<file path="src/nmdf_pkg.sv">
// Shared types and character constants for the decimal field to fixed-point converter.
// No dependencies.
package nmdf_pkg;

    // Character codes recognized in a numeric field
    localparam logic [7:0] CHAR_COMMA = 8'h2C;
    localparam logic [7:0] CHAR_STAR  = 8'h2A;
    localparam logic [7:0] CHAR_MINUS = 8'h2D;
    localparam logic [7:0] CHAR_POINT = 8'h2E;
    localparam logic [7:0] CHAR_ZERO  = 8'h30;
    localparam logic [7:0] CHAR_NINE  = 8'h39;

    // Largest magnitude that fits a positive 32-bit signed value
    localparam logic [30:0] MAG_MAX = 31'h7FFF_FFFF;

    // Digit counter width (frac_digits port width)
    localparam int FRAC_W = 3;

    // One result word
    typedef struct packed {
        logic signed [31:0]  value;
        logic [FRAC_W-1:0]   frac_digits;
        logic                invalid;
        logic                overflow;
    } res_t;

endpackage

</file>
<file path="src/nmea_decimal_field_to_fixed_core.sv">
// Top level: input character register, field accumulator, result register.
// Depends on nmdf_pkg and nmdf_accum.
//
// Usage:
//   Input channel (char_valid / char_stall / char_code) carries one ASCII
//   character of a numeric text field per word. A ',' or '*' ends the field.
//   Output channel (result_valid / result_stall / value, frac_digits,
//   invalid, overflow) carries one word per terminator; value is the number
//   scaled by ten to frac_digits.
//   Throughput: one character per cycle while char_stall is low. A terminator
//   accepted into the input register moves on to the result register once
//   that register is free, and result_valid then rises. The multiply-add
//   by ten is a shift-and-add in the accumulator.
//   Reset clears the field state (start of a new field) and both valid flags.
//   While the result register is held by result_stall, non-terminator
//   characters keep being consumed; a terminator waits in the input
//   register and char_stall rises only then.
module nmea_decimal_field_to_fixed_core #(
    parameter int MAX_FRAC_DIGITS = 5
) (
    input  logic                               clk,
    input  logic                               rst_n,
    input  logic                               char_valid,
    output logic                               char_stall,
    input  logic [7:0]                         char_code,
    output logic                               result_valid,
    input  logic                               result_stall,
    output logic signed [31:0]                 value,
    output logic [nmdf_pkg::FRAC_W-1:0]        frac_digits,
    output logic                               invalid,
    output logic                               overflow
);

    logic                 in_valid_reg, in_valid_next;
    logic [7:0]           char_reg;
    logic                 out_valid_reg, out_valid_next;
    nmdf_pkg::res_t       res_reg;
    nmdf_pkg::res_t       res_comb;
    logic                 is_term;
    logic                 out_free;
    logic                 take;
    logic                 load_in;

    // Handshake control
    assign out_free   = !out_valid_reg || !result_stall;
    assign take       = in_valid_reg && (!is_term || out_free);
    assign char_stall = in_valid_reg && !take;
    assign load_in    = char_valid && !char_stall;

    assign in_valid_next  = load_in ? 1'b1 : (take ? 1'b0 : in_valid_reg);
    assign out_valid_next = (take && is_term) ? 1'b1 : (out_free ? 1'b0 : out_valid_reg);

    // Field accumulator
    nmdf_accum #(
        .MAX_FRAC_DIGITS(MAX_FRAC_DIGITS)
    ) u_accum (
        .clk       (clk),
        .rst_n     (rst_n),
        .take      (take),
        .char_code (char_reg),
        .is_term   (is_term),
        .result    (res_comb)
    );

    // Valid flags
    always_ff @(posedge clk or negedge rst_n)
    begin
        if (!rst_n)
        begin
            in_valid_reg  <= 1'b0;
            out_valid_reg <= 1'b0;
        end
        else
        begin
            in_valid_reg  <= in_valid_next;
            out_valid_reg <= out_valid_next;
        end
    end

    // Payload registers
    always_ff @(posedge clk)
    begin
        if (load_in)
            char_reg <= char_code;
        if (take && is_term)
            res_reg <= res_comb;
    end

    assign result_valid = out_valid_reg;
    assign value        = res_reg.value;
    assign frac_digits  = res_reg.frac_digits;
    assign invalid      = res_reg.invalid;
    assign overflow     = res_reg.overflow;

endmodule

</file>
<file path="src/nmdf_accum.sv">
// Field accumulator: running magnitude, sign, point and error state, updated per character.
// Depends on nmdf_pkg.
module nmdf_accum #(
    parameter int MAX_FRAC_DIGITS = 5
) (
    input  logic                clk,
    input  logic                rst_n,
    input  logic                take,        // consume char this cycle
    input  logic [7:0]          char_code,
    output logic                is_term,     // char is a field terminator
    output nmdf_pkg::res_t      result       // result for a terminator at char_code
);

    // Fraction limit clamped to what the counter can hold
    localparam int FracLimInt = (MAX_FRAC_DIGITS > 7) ? 7 : MAX_FRAC_DIGITS;
    localparam logic [nmdf_pkg::FRAC_W-1:0] FRAC_LIMIT = nmdf_pkg::FRAC_W'(FracLimInt);

    logic [30:0]                  mag_reg, mag_next;
    logic                         neg_reg, neg_next;
    logic                         point_reg, point_next;
    logic [nmdf_pkg::FRAC_W-1:0]  frac_reg, frac_next;
    logic                         start_reg, start_next;
    logic                         bad_reg, bad_next;
    logic                         sat_reg, sat_next;

    logic                         is_digit;
    logic [3:0]                   digit;
    logic [34:0]                  mac;
    logic                         frac_full;
    logic [31:0]                  mag_ext;

    // Character classification
    assign is_term  = (char_code == nmdf_pkg::CHAR_COMMA) || (char_code == nmdf_pkg::CHAR_STAR);
    assign is_digit = (char_code >= nmdf_pkg::CHAR_ZERO) && (char_code <= nmdf_pkg::CHAR_NINE);
    assign digit    = char_code[3:0];

    // magnitude*10 + digit as two shifts and two adds
    assign mac = {1'b0, mag_reg, 3'b000} + {3'b000, mag_reg, 1'b0} + {31'd0, digit};
    assign frac_full = point_reg && (frac_reg >= FRAC_LIMIT);

    // Result from the current field state
    assign mag_ext = {1'b0, mag_reg};
    always_comb
    begin
        if (bad_reg)
        begin
            result.value       = '0;
            result.frac_digits = '0;
            result.invalid     = 1'b1;
            result.overflow    = 1'b0;
        end
        else
        begin
            result.value       = neg_reg ? -$signed(mag_ext) : $signed(mag_ext);
            result.frac_digits = frac_reg;
            result.invalid     = 1'b0;
            result.overflow    = sat_reg;
        end
    end

    // Next field state
    always_comb
    begin
        mag_next   = mag_reg;
        neg_next   = neg_reg;
        point_next = point_reg;
        frac_next  = frac_reg;
        start_next = 1'b0;
        bad_next   = bad_reg;
        sat_next   = sat_reg;
        if (is_term)
        begin
            mag_next   = '0;
            neg_next   = 1'b0;
            point_next = 1'b0;
            frac_next  = '0;
            start_next = 1'b1;
            bad_next   = 1'b0;
            sat_next   = 1'b0;
        end
        else if (char_code == nmdf_pkg::CHAR_MINUS)
        begin
            if (start_reg)
                neg_next = 1'b1;
            else
                bad_next = 1'b1;
        end
        else if (char_code == nmdf_pkg::CHAR_POINT)
        begin
            if (point_reg)
                bad_next = 1'b1;
            else
                point_next = 1'b1;
        end
        else if (is_digit)
        begin
            if (!bad_reg && !frac_full)
            begin
                if (point_reg)
                    frac_next = frac_reg + nmdf_pkg::FRAC_W'(1);
                if (mac > {4'd0, nmdf_pkg::MAG_MAX})
                begin
                    mag_next = nmdf_pkg::MAG_MAX;
                    sat_next = 1'b1;
                end
                else
                begin
                    mag_next = mac[30:0];
                end
            end
        end
        else
        begin
            bad_next = 1'b1;
        end
    end

    // State registers
    always_ff @(posedge clk or negedge rst_n)
    begin
        if (!rst_n)
        begin
            mag_reg   <= '0;
            neg_reg   <= 1'b0;
            point_reg <= 1'b0;
            frac_reg  <= '0;
            start_reg <= 1'b1;
            bad_reg   <= 1'b0;
            sat_reg   <= 1'b0;
        end
        else if (take)
        begin
            mag_reg   <= mag_next;
            neg_reg   <= neg_next;
            point_reg <= point_next;
            frac_reg  <= frac_next;
            start_reg <= start_next;
            bad_reg   <= bad_next;
            sat_reg   <= sat_next;
        end
    end

endmodule

</file>
<file path="config.mk">
export PLATFORM = sky130hd
export DESIGN_NAME = nmea_decimal_field_to_fixed_core
export DESIGN_NICKNAME = d
export VERILOG_FILES = /design/src/nmdf_pkg.sv /design/src/nmea_decimal_field_to_fixed_core.sv /design/src/nmdf_accum.sv
export SDC_FILE = /design/constraint.sdc
export NUM_CORES = 1
export LEC_CHECK = 0
export BUFFER_PORTS_ARGS = -buffer_cell sky130_fd_sc_hd__buf_4
export CORE_ASPECT_RATIO = 0.9
export CORE_MARGIN = 5
export CORE_UTILIZATION = 31
export CTS_BUF_LIST = sky130_fd_sc_hd__clkbuf_2
export CTS_CLUSTER_SIZE = 10
export DETAILED_ROUTE_END_ITERATION = 8
export PLACE_DENSITY = 0.59
export SLEW_MARGIN = 10
export SYNTH_ARGS = -nofsm -noshare
export SYNTH_HDL_FRONTEND = slang
export SYNTH_HIERARCHICAL = 1
export SYNTH_SLANG_ARGS = --single-unit
</file>
<file path="constraint.sdc">
create_clock -name clk -period 9.5 [get_ports clk]
set_clock_uncertainty 0.1 [all_clocks]
set_input_delay 0.475 -clock clk [delete_from_list [all_inputs] [get_ports clk]]
set_output_delay 0.475 -clock clk [all_outputs]
set_load 0.02 [all_outputs]
</file>
# [Word level (Yosys, flattened, before mapping)]
# Index checks and enable logic that the tools add are counted.
[word_totals] reg_bits=86 latchBits=0 mem_bits_rw=0 mem_bits_ro=0 in_bits=12 output_inout_bits=39 elab_cells=103 mem_count=0
[op_classes] add_sub_neg=4 mul=0 div_mod_pow=0 order_cmp=4 eq_ne=9 shift=0 muxes=37 n_bitwise=1 reduce_logical=33
[ops] operator="31-bit two-way mux" count=7
[ops] operator="34-bit by 32-bit adder with 35-bit output" count=1
[ops] operator="35-bit by 4-bit adder with 35-bit output" count=1
[ops] operator="35-bit by 31-bit > comparator with 1-bit output, second input constant" count=1
[ops] operator="8-bit by 6-bit == test with 1-bit output, second input constant" count=4
[ops] operator="31-bit negator with 32-bit output" count=1
[ops] operator="1-bit two-way mux" count=23
[ops] operator="3-bit two-way mux" count=6
[ops] operator="2-bit nonzero test" count=9
[ops] operator="6-bit AND reduction" count=2
[ops] operator="8-bit by 6-bit greater-or-equal comparator with 1-bit output, second input constant" count=1
[ops] operator="8-bit by 6-bit less-or-equal comparator with 1-bit output, second input constant" count=1
[ops] operator="1-bit logical AND" count=7
[ops] operator="1-bit zero test" count=7
[ops] operator="3-bit AND reduction" count=2
[ops] operator="5-bit AND reduction" count=1
[ops] operator="2-bit inequality test, second input constant" count=2
[ops] operator="4-bit by 2-bit inequality test with 1-bit output, second input constant" count=1
[ops] operator="4-bit inequality test, second input constant" count=1
[ops] operator="4-bit AND reduction" count=1
[ops] operator="3-bit by 1-bit adder with 3-bit output, second input constant" count=1
[ops] operator="3-bit greater-or-equal comparator, second input constant" count=1
[ops] operator="1-bit logical OR" count=3
[ops] operator="3-bit inequality test, second input constant" count=1
[ops] operator="3 further kinds" count=3

# [Depth between registers and ports, before layout]
# Gate-level depths: netlist of the first run.
[logic_depth] depth_word=10 ltp_mapped=15 depth_no_buf=13

# [By module]
# Netlist of the first run, hierarchy kept.
[by_module_without_submodules] module="nmdf_accum" n_inst=1 cells_each=563 area_per_inst_um2=4490.6 seq_area_each_um2=977.2
[by_module_without_submodules] module="nmea_decimal_field_to_fixed_core" n_inst=1 cells_each=57 area_per_inst_um2=1456.4 seq_area_each_um2=1401.3

# [Worst setup path before layout of the first run]
# OpenSTA, ideal clock, no wires.
[synth_timing] path_kind="register -> register" start="register char_reg[6]" end="register res_reg (netlist bit frac_digits[0]), enable pin" setup_ps=444 t_arrival_ps=3153 required_time_ps=8956 slack_ps=5803 path_stages_with_launch=7 n_path_buf=0 synth_period_minus_slack_ps=3697 path_cell_list="edfxtp_1 > nor3b_1 > nand3b_1 > nand2b_1 > nor2_1 > nand2_1 > a21oi_1"
[synth_between] elab_chain_cells=6 elab_cells_between_ends=7 classes_between="2 x eq/ne; 5 x reduce/logical"
[synth_rtl] element="start, declared" line="nmea_decimal_field_to_fixed_core.sv:35" rtl="logic [7:0] char_reg;"
[synth_rtl] element="start signal, assigned" line="nmea_decimal_field_to_fixed_core.sv:84" rtl="char_reg <= char_code;"
[synth_rtl] element="8-bit by 6-bit == test with 1-bit output" line="nmdf_accum.sv:33" rtl="assign is_term = (char_code == nmdf_pkg::CHAR_COMMA) || (char_code == nmdf_pkg::CHAR_STAR);"
[synth_rtl] element="1-bit logical OR *" line="nmdf_accum.sv:33"
[synth_rtl] element="named net is_term" line="nmea_decimal_field_to_fixed_core.sv:39" rtl="logic is_term;"
[synth_rtl] element="1-bit zero test" line="nmea_decimal_field_to_fixed_core.sv:46" rtl="assign take = in_valid_reg && (!is_term || out_free);"
[synth_rtl] element="1-bit logical OR" line="nmea_decimal_field_to_fixed_core.sv:46"
[synth_rtl] element="1-bit logical AND" line="nmea_decimal_field_to_fixed_core.sv:46"
[synth_rtl] element="1-bit logical AND *" line="nmea_decimal_field_to_fixed_core.sv:85" rtl="if (take && is_term)"
[synth_rtl] element="end signal, assigned" line="nmea_decimal_field_to_fixed_core.sv:86" rtl="res_reg <= res_comb;"
[synth_rtl] element="end, declared" line="nmea_decimal_field_to_fixed_core.sv:37" rtl="nmdf_pkg::res_t res_reg;"
# Mark *: on every way through the listed nets, which the timed path passes. The rest lies on a longest branch.
# A chain may end at the register's enable or synchronous reset.

# [Worst setup path in the final report of the first run]
[layout_timing] start="register u_accum.mag_reg[2]" end="register u_accum.mag_reg[21]"
[layout_between] elab_chain_cells=9
[layout_rtl] element="start, declared" line="nmdf_accum.sv:18" rtl="logic [30:0] mag_reg, mag_next;"
[layout_rtl] element="start signal, assigned" line="nmdf_accum.sv:133" rtl="mag_reg <= mag_next;"
[layout_rtl] element="34-bit by 32-bit adder with 35-bit output *" line="nmdf_accum.sv:38" rtl="assign mac = {1'b0, mag_reg, 3'b000} + {3'b000, mag_reg, 1'b0} + {31'd0, digit};"
[layout_rtl] element="35-bit by 4-bit adder with 35-bit output *" line="nmdf_accum.sv:38"
[layout_rtl] element="35-bit by 31-bit > comparator with 1-bit output" line="nmdf_accum.sv:101" rtl="if (mac > {4'd0, nmdf_pkg::MAG_MAX})"
[layout_rtl] element="31-bit two-way mux *" line="nmdf_accum.sv:101"
[layout_rtl] element="31-bit two-way mux *" line="nmdf_accum.sv:97" rtl="if (!bad_reg && !frac_full)"
[layout_rtl] element="31-bit two-way mux *" line="nmdf_accum.sv:95" rtl="else if (is_digit)"
[layout_rtl] element="31-bit two-way mux *" line="nmdf_accum.sv:88" rtl="else if (char_code == nmdf_pkg::CHAR_POINT)"
[layout_rtl] element="31-bit two-way mux *" line="nmdf_accum.sv:81" rtl="else if (char_code == nmdf_pkg::CHAR_MINUS)"
[layout_rtl] element="31-bit two-way mux *" line="nmdf_accum.sv:71" rtl="if (is_term)"
# Every way passes the cells marked *; elsewhere a longest branch is shown, timed or not. The select of a mux whose other input is x is not followed.

==> run summary, run 1 <==
vias after detailed routing -> 4,602
first-pass GRT wire length -> 21,700 microns
hold path endpoint -> result_valid
dpl hpwl -> 9920 microns
RR Endpoint -> u_accum/mag_reg[21]
footprint of the multi-input gates -> 3410 sq um
Tightest Pin Transition -> 1.13 ns
R2R Path Start -> u_accum/mag_reg[2]
worst path required time -> 9.81 ns
Worst setup startpoint -> u_accum/mag_reg[2]
Final Hold Slack -> 0.0852 ns
number of cells on the worst hold path -> 3
CTS Sinks -> 86
WL final -> 13,000 microns
Synth Instances -> 620
FMAX -> 233 MHz
final hold violations -> 0
area grow syn2layout -> 14.4%
vias per cell -> 4.97
register area -> 2380 sq um
ys flop type -> edfxtp_1
IO Pins -> 51
Cell variety after synth -> 58
sequential-to-total area share from yosys stat -> 0.400
H-tree level count -> 3
status -> finished, final reports clean
average wire per standard cell -> 14.0 microns
largest net degree at the start of global routing -> 59
total die area -> 22,100 sq um
Crit. End Element -> flip-flop
Final Setup Violations -> 0
post-CTS setup buffer count -> 0
nets -> 748
crit path max fanout -> 23
Worst-Skew Late Latency -> 0.55 ns
fillers -> 1,945
max reg flops -> 32
vias in the first global route -> 4,234
Final TNS setup -> 0 ns
DRC errors left -> 0
drt first pass iters -> 5
max-slew violations -> 0
GP Congestion -> 0.857
ratio of cells with drive above 1 in the final layout -> 0.133
R2R setup slack -> 5.22 ns
Post-Syn Area -> 5950 sq um
critical path type -> reg -> reg
initial antenna violation count -> 1
R2R depth -> 13
GR Overflow Total -> 0
starting density of the core -> 0.312
Die Ht -> 141 microns
initial drt markers -> 237
Warnings, synthesis -> 6
crit start category -> flip-flop
total track usage -> 0.118
std cell rows -> 48
Port-buffer cells -> 50
leakage -> 0.00285 uW
CTS clk-pin slew, worst paths -> 0.25 ns
CTS max path bufs -> 2
Hold Crit Start -> result_stall
Hold Crit Class -> in -> reg
ys async rst share -> 0.477
Post-CTS Resized -> 0
Core Area -> 19,000 sq um
CTS Buf Count -> 9
Pwr per Cell Area -> 105 nW/um^2
Root Driver -> clkbuf_2
Worst EP arrival -> 4.59 ns
Die Wd -> 156 microns
max-capacitance violation count -> 0
period utilization -> 0.451
synthesized area per cell -> 9.59 sq um
Max VDD drop -> 0.0495 mV
max_slew headroom -> 0.244
TritonCTS clock tree -> yes
Synth Register Bits -> 86
Post-DRT Antenna Nets -> 0
Period minus WS final -> 4.28 ns
unrepaired setup endpoints after global routing -> no
Post-Syn Nets -> 698
Post-synth EDFFs -> 45
==> synth_stat cells, types with 4 or more instances <==
| library cell | n | area [sq um] |
|---|---|---|
| inv_1 | 20 | 75.1 |
| a21o_1 | 8 | 60.1 |
| nor2_1 | 56 | 210 |
| xor2_1 | 41 | 359 |
| edfxtp_1 | 45 | 1350 |
| nor3_1 | 6 | 30.0 |
| ha_1 | 64 | 801 |
| o21ai_0 | 37 | 185 |
| o21a_1 | 6 | 45.0 |
| o31ai_1 | 10 | 75.1 |
| nand3_1 | 6 | 30.0 |
| a31oi_1 | 34 | 213 |
| dfrtp_1 | 40 | 1000 |
| nor4_1 | 4 | 25.0 |
| clkbuf_1 | 18 | 67.6 |
| nor2b_1 | 8 | 50.1 |
| o211ai_1 | 4 | 30.0 |
| or3_4 | 4 | 45.0 |
| or4_1 | 4 | 30.0 |
| xnor2_1 | 15 | 131 |
| nand2b_1 | 7 | 43.8 |
| nand2_1 | 52 | 195 |
| a21oi_1 | 73 | 365 |
==> worst max-delay path by stage <==
stage | cells past startpoint | slack, ns | to
floorplan | 6 | 5.80 | frac_digits[0]
global placement | 13 | 5.36 | u_accum/mag_reg[25]
detailed placement | 13 | 5.30 | u_accum/mag_reg[23]
CTS | 13 | 5.22 | u_accum/mag_reg[17]
global route | 13 | 4.85 | u_accum/mag_reg[30]
finish | 13 | 5.22 | u_accum/mag_reg[21]
==> layout by cell type (no fill, tap or decap), drive strengths merged, types with 4 or more instances in the layout <==
cell type	instances
nor4	4
a31oi	34
a21o	8
xor2	41
nand3	7
or4	7
nor2	56
dlygate4sd3	10
nor3	8
edfxtp	45
o211ai	4
o41ai	4
inv	23
xnor2	15
a21oi	73
clkbuf	9
or3	6
dfrtp	40
ha	64
nand2b	7
o21ai	37
o31ai	10
o21a	6
nor2b	8
buf	53
nand2	52
==> cell type report <==
cell class                 instances  area share
sequential                        86       0.350
clock inverter                     7      0.0116
tap                              250      0.0460
antenna                            1    0.000368
multi-input combinational        490       0.501
timing repair buffer              63      0.0732
inverter                          20      0.0110
clock buffer                       9     0.00662
==> logic make-up after synthesis <==
logic type / after synthesis / share of synthesized area
AOI/OAI and AO/OA: 191 / 0.193
and+or+nand+nor: 174 / 0.149
DFF: 86 / 0.400
adders and majority gates: 66 / 0.141
xor gates and xnor gates: 56 / 0.0825
buffers and inverters: 44 / 0.0288
muxes: 3 / 0.00526
==> metal layers <==
metal	part of all wire	global-route usage	up-vias
li1	-	-	2388
met1	0.54	0.186	2135
met2	0.41	0.166	75
met3	0.038	0.0183	4
met4	0.0076	0.0290	0
met5	0	0	-
==> stage by stage <==
| stage | area, sq um | worst slack, ns | utilization | power [uW] | std cells |
|---|---|---|---|---|---|
| 2_1_floorplan | 5950 | 5.80 | - | 487 | 620 |
| 3_3_place_gp | 6570 | 5.36 | 0.345 | 516 | 899 |
| 3_5_place_dp | 6570 | 5.30 | 0.345 | 516 | 899 |
| 4_1_cts | 6800 | 5.22 | 0.357 | 721 | 925 |
| 5_1_grt | 6800 | 4.85 | 0.357 | 746 | 926 |
| 6_report | 6800 | 5.22 | 0.357 | 712 | 926 |
==> critical path, stage by stage (launching register included) <==
cell and delay (ns):
dfrtp_1 0.58, inv_1 0.10, fa_1 0.49, fa_1 0.46, nand2b_1 0.18, a21o_1 0.19
a211oi_1 0.42, o21ai_0 0.19, a31oi_1 0.23, o21ai_0 0.12, a21oi_1 0.16, and3_1 0.45
buf_4 0.36, a31oi_1 0.13
==> report_power, final <==
| part | internal, uW | total, uW | switching, uW |
|---|---|---|---|
| clock network | 63.9 | 200 | 136 |
| logic | 44.3 | 101 | 56.8 |
| registers | 398 | 411 | 12.8 |
| total | 507 | 712 | 205 |
==> repair_timing <==
action	in CTS	in global routing
endpoints found under the hold margin	49	0
endpoints found under the setup margin	0	0
hold buffers	10	0
Power figures use the tool's default switching activity.
==> run 2: changes to the inputs <==
--- a/config.mk
+++ b/config.mk
@@ -5,6 +5,7 @@
 export SDC_FILE = /design/constraint.sdc
 export NUM_CORES = 1
 export LEC_CHECK = 0
+export ABC_AREA = 1
 export BUFFER_PORTS_ARGS = -buffer_cell sky130_fd_sc_hd__buf_4
 export CORE_ASPECT_RATIO = 0.9
 export CORE_MARGIN = 5
==> constraint.sdc (replaced) <==
create_clock -name clk -period 4.12 [get_ports clk]
set_clock_uncertainty 0.1 [all_clocks]
set_input_delay 0.206 -clock clk [delete_from_list [all_inputs] [get_ports clk]]
set_output_delay 0.206 -clock clk [all_outputs]
set_load 0.02 [all_outputs]
==> run 2 against run 1 <==
Final cell count up 35%. Clock power is 140% higher. Core utilization is 0.22 points higher. Critical endpoint unchanged. Cell area up 14%. Flip-flop and latch count did not move. First-iteration DRC count rose by 70%. Clock-buffer cell count is the same. Total power grew to 3.7 times the previous value. Synthesized cell count up 44%. Largest cell class unchanged. Combinational power grew to 12 times the previous value.
==> run summary, run 2 <==
Worst-Skew Late Latency -> 0.57 ns
final hold violations -> 0
worst path required time -> 4.49 ns
CTS Sinks -> 86
max_slew headroom -> 0.505
Post-Syn Nets -> 972
crit path max fanout -> 24
status -> finished, final reports clean
ys async rst share -> 0.477
Synth area leaders -> edfxtp_1 20%, dfrtp_1 15%, nand2_1 13%, ha_1 12%, inv_1 6.1%
FMAX -> 294 MHz
unrepaired setup endpoints after global routing -> no
total die area -> 25,100 sq um
Worst EP arrival -> 3.78 ns
TritonCTS clock tree -> yes
vias in the first global route -> 5,662
Crit. End Element -> flip-flop
Post-synth EDFFs -> 45
crit start category -> flip-flop
synth cell count leaders -> 244 x nand2_1, 110 x inv_1, 73 x nor2_1, 64 x ha_1, 55 x a21oi_1
max-capacitance violation count -> 0
initial drt markers -> 402
Period minus WS final -> 3.41 ns
Die Ht -> 151 microns
Tightest Pin Transition -> 0.742 ns
synthesized area per cell -> 7.63 sq um
Die Wd -> 166 microns
CTS Buf Count -> 9
setup ws final -> 0.714 ns
ratio of cells with drive above 1 in the final layout -> 0.161
vias per cell -> 4.65
P_int -> 1530 uW
std cell rows -> 51
Final Instance Area -> 7780 sq um
sw frac -> 0.424
CTS max path bufs -> 2
Post-Syn Area -> 6820 sq um
H-tree level count -> 3
Flop pwr share -> 0.374
most common cell in the netlist -> nand2_1
Area after DPL -> 7500 sq um
nets -> 1,034
Post-DRT Antenna Nets -> 0
Gate power share -> 0.442
GR Overflow Total -> 0
Max VDD drop -> 0.149 mV
DRC errors left -> 0
Final Setup Violations -> 0
sequential-to-total area share from yosys stat -> 0.349
critical path type -> reg -> reg
final core occ -> 0.359
GP Congestion -> 0.855
Port-buffer cells -> 50
max-slew violations -> 0
average wire per standard cell -> 13.7 microns
commonest non-fill, non-tap cells in the layout -> 244 x nand2_1, 110 x inv_1, 73 x nor2_1
vias after detailed routing -> 5,832
IO Pins -> 51
placed insts -> 1,222
Warnings, synthesis -> 6
drt first pass iters -> 5
area grow syn2layout -> 14.1%
commonest non-fill, non-tap cell in the layout -> nand2_1
post-route insts no fill -> 1,253
dpl hpwl -> 13,600 microns
Cell variety after synth -> 45
starting density of the core -> 0.315
first-pass GRT wire length -> 28,500 microns
ys flop type -> edfxtp_1
Switch Pwr -> 1120 uW
share of the synthesized area in the top cell type -> 0.198
WL final -> 17,100 microns
power share of the clock group -> 0.184
Root Driver -> clkbuf_2
Pwr per Cell Area -> 341 nW/um^2
Worst Setup Slack post-DPL -> 0.774 ns
Synth Register Bits -> 86
Synth Instances -> 894
Final TNS setup -> 0 ns
Hold Crit Class -> in -> reg
period utilization -> 0.827
initial antenna violation count -> 1
leakage -> 0.00379 uW
Core Area -> 21,600 sq um
max reg flops -> 32
Yosys top cell by area -> edfxtp_1
largest net degree at the start of global routing -> 36
total track usage -> 0.137
post-CTS setup buffer count -> 0
CTS clk-pin slew, worst paths -> 0.28 ns
## run 2: metrics by stage
step	hold slack (ns)	total power, uW
floorplan	-0.190	1890
global placement	0.129	2170
detailed placement	0.136	2180
CTS	0.171	2680
global route	0.137	2860
finish	0.220	2650
## run 2: layout make-up
class,count,area (sq um)
Antenna cell,1,2.50
Clock buffer,9,45.0
Clock inverter,7,91.3
Fill cell,2260,13900
Inverter,120,450
Multi-Input combinational cell,669,3880
Sequential cell,86,2380
Tap cell,291,364
Timing Repair Buffer,70,561
## run 2: worst paths after layout
check | cells after the start | to | start | slack [ns]
min | 2 | char_reg[5] | char_code[5] | 0.22
min in group asynchronous | 3 | u_accum/mag_reg[5] | rst_n | 0.53
max | 18 | u_accum/mag_reg[21] | u_accum/mag_reg[0] | 0.71
min reg2reg | 2 | u_accum/start_reg | u_accum/start_reg | 0.42
max in group asynchronous | 4 | u_accum/mag_reg[1] | rst_n | 2.24
max reg2reg | 18 | u_accum/mag_reg[21] | u_accum/mag_reg[0] | 0.71
## run 2: critical path, stage by stage (launching register included)
cell	delay [ns]
dfrtp_1	0.45
inv_1	0.10
fa_1	0.59
inv_1	0.07
ha_1	0.28
nand2_1	0.06
nand2_1	0.10
nand3_1	0.12
nand2_2	0.10
nand2_2	0.07
nand2_2	0.09
nand2_2	0.09
nand2_1	0.06
nand2_2	0.08
nand2_4	0.06
nor2_8	0.39
nand2_2	0.25
o21ai_1	0.18
nand2_1	0.06
## run 2: power groups by stage
stage	logic, uW	registers, uW	clock network (uW)
5_1_grt	1320	999	548
4_1_cts	1180	993	504
2_1_floorplan	896	992	0
3_3_place_gp	1160	1010	0
3_5_place_dp	1160	1010	0
6_report	1170	992	487
## run 2: metal layers
layer / vias to the layer above / part of all wire / GRT usage
met3: 14 / 0.046 / 0.0278
met2: 134 / 0.46 / 0.229
met5: - / 0 / 0
met4: 0 / 0.0086 / 0.0241
li1: 3058 / - / -
met1: 2626 / 0.49 / 0.188
## run 2: repair_timing
item / CTS / global route
endpoints found under the hold margin: 79 / 0
endpoints found under the setup margin: 0 / 0
hold buffers: 14 / 0
gates resized for setup: 0 / 0
## run 2: logic make-up (layout without fill, tap and decap cells)
| kind of cell | count (synthesis) | in the layout | share of synthesized area |
|---|---|---|---|
| flops | 86 | 86 | 0.349 |
| other cells | 0 | 1 | 0 |
| xor+xnor | 22 | 22 | 0.0283 |
| buf+inv | 139 | 206 | 0.0831 |
| simple gates | 443 | 443 | 0.306 |
| fa+ha+maj | 66 | 66 | 0.123 |
| compound gates | 138 | 138 | 0.111 |
==> run 3: changes to the inputs <==
==> constraint.sdc (replaced) <==
create_clock -name clk -period 3.5 [get_ports clk]
set_clock_uncertainty 0.1 [all_clocks]
set_input_delay 0.175 -clock clk [delete_from_list [all_inputs] [get_ports clk]]
set_output_delay 0.175 -clock clk [all_outputs]
set_load 0.02 [all_outputs]
==> run 3 against run 2 <==
Final cell count grew 0.32%. Cell area grew 0.43%. Largest cell class unchanged. Clock-buffer cell count rose by 2. Clock power grew 22%. Non-clock buffer count up 5. Flip-flop and latch count unchanged.
==> run summary, run 3 (synthesized netlist as in run 2, its figures left out) <==
Period minus WS final -> 3.07 ns
vias in the first global route -> 5,648
period utilization -> 0.877
Final Setup Violations -> 0
initial antenna violation count -> 0
Final Instance Area -> 7810 sq um
post-CTS setup buffer count -> 0
starting density of the core -> 0.315
IO Pins -> 51
largest net degree at the start of global routing -> 42
R2R depth -> 19
GR Overflow Total -> 0
FMAX -> 326 MHz
slowest CP cell -> fa_1
vias after detailed routing -> 5,915
DRC errors left -> 0
Root Driver -> clkbuf_2
total die area -> 25,100 sq um
commonest non-fill, non-tap cells in the layout -> 244 x nand2_1, 110 x inv_1, 73 x nor2_1
status -> finished, final reports clean
RR Endpoint -> u_accum/mag_reg[13]
CP most frequent cell -> nand2_2
commonest non-fill, non-tap cell in the layout -> nand2_1
CTS max path bufs -> 2
first-pass GRT wire length -> 28,500 microns
Worst-Skew Late Latency -> 0.56 ns
dpl hpwl -> 13,700 microns
Die Wd -> 166 microns
Worst EP arrival -> 3.39 ns
Switch Pwr -> 1260 uW
initial drt markers -> 388
Flop pwr share -> 0.378
TritonCTS clock tree -> yes
average wire per standard cell -> 13.7 microns
P_int -> 1860 uW
max-slew violations -> 0
power share of the clock group -> 0.190
Crit. End Element -> flip-flop
Pwr per Cell Area -> 399 nW/um^2
drt first pass iters -> 5
Post-DRT Antenna Nets -> 0
Area after DPL -> 7540 sq um
final hold violations -> 0
R2R setup slack -> 0.43 ns
placed insts -> 1,228
sw frac -> 0.405
Hold Crit Start -> char_code[5]
Max VDD drop -> 0.161 mV
CTS clk-pin slew, worst paths -> 0.23 ns
Gate power share -> 0.432
final core occ -> 0.361
max-capacitance violation count -> 0
GP Congestion -> 0.853
vias per cell -> 4.71
worst path required time -> 3.83 ns
H-tree level count -> 3
Final TNS setup -> 0 ns
CTS Buf Count -> 9
CP Cell Sequence -> inv_1 > fa_1 > inv_1 > ha_1 > nand2_1 > nand2_1 > nand3_1 > nand2_2 > nand2_2 > nand2_2 > nand2_2 > nand2_1 > nand2_2 > nand2_4 > nor2_8 > buf_4 > nand3_2 > nand2_1 > o21ai_1
Slowest Stage Delay on Critical Path -> 0.58 ns
nets -> 1,039
max reg flops -> 32
n_diodes -> 0
leakage -> 0.00382 uW
Die Ht -> 151 microns
number of cells on the worst hold path -> 2
ratio of cells with drive above 1 in the final layout -> 0.167
CTS Sinks -> 86
R2R Path Start -> u_accum/mag_reg[0]
fillers -> 2,268
total track usage -> 0.138
post-route insts no fill -> 1,257
Hold Crit Class -> in -> reg
Core Area -> 21,600 sq um
max_slew headroom -> 0.527
Tightest Pin Transition -> 0.710 ns
crit path max fanout -> 11
unrepaired setup endpoints after global routing -> no
crit start category -> flip-flop
WL final -> 17,200 microns
area grow syn2layout -> 14.6%
Port-buffer cells -> 50
hold path endpoint -> char_reg[5]
std cell rows -> 51
critical path type -> reg -> reg
run 3: worst max path at each step:
stage                             startpoint                  end  slack, ns  depth (start not counted)
after global placement    u_accum/mag_reg[0]   u_accum/mag_reg[4]       0.49                         19
after floorplan                  char_reg[6]       frac_digits[0]       0.13                          5
after CTS                 u_accum/mag_reg[0]  u_accum/mag_reg[13]       0.42                         19
after detailed placement  u_accum/mag_reg[0]   u_accum/mag_reg[4]       0.48                         19
after global routing      u_accum/mag_reg[0]  u_accum/mag_reg[13]       0.11                         19
final                     u_accum/mag_reg[0]  u_accum/mag_reg[13]       0.43                         19
run 3: area by class of cell:
class                   instances  area, sq um  share of cell area
clock inverters                 5         82.6              0.0106
inverters                     120          450              0.0577
well taps                     291          364              0.0466
clock buffers                  11         55.1             0.00705
flip-flops and latches         86         2380               0.305
repair buffers                 75          596              0.0763
multi-input cells             669         3880               0.497
run 3: through the flow:
stage	hold WS (ns)	power (uW)	setup slack, ns
final	0.239	3120	0.431
after floorplan	-0.221	2220	0.130
after CTS	0.00317	3150	0.415
after detailed placement	0.104	2540	0.478
after global placement	0.0982	2540	0.491
after global routing	0.159	3370	0.108
run 3: power by group through the flow:
stage	Combinational, uW	Clock, uW	Sequential (uW)
2_1_floorplan	1050	0	1170
3_3_place_gp	1340	0	1200
3_5_place_dp	1340	0	1200
4_1_cts	1360	613	1180
5_1_grt	1520	659	1190
6_report	1350	593	1180
run 3: routing by layer:
metal / wire [microns] / share of wire / GRT usage
met1: 8330 / 0.48 / 0.187
met2: 8040 / 0.47 / 0.235
met3: 686 / 0.040 / 0.0257
met4: 179 / 0.010 / 0.0229
met5: 0 / 0 / 0
run 3: timing repair:
item / 4_1_cts / 5_1_grt
hold buffers: 12 / 1
gates resized for setup: 0 / 0
setup endpoints to repair: 0 / 0
endpoints found under the hold margin: 61 / 3
run 3: worst max-delay path: cells and delay by family, from the launching register on:
family / cells / cell delay (ns)
AND/OR/NAND/NOR: 13 / 1.09
adder cells (fa/ha/maj): 2 / 0.86
flip-flops: 1 / 0.44
buffers and inverters: 3 / 0.40
AO/OA/AOI/OAI: 1 / 0.06
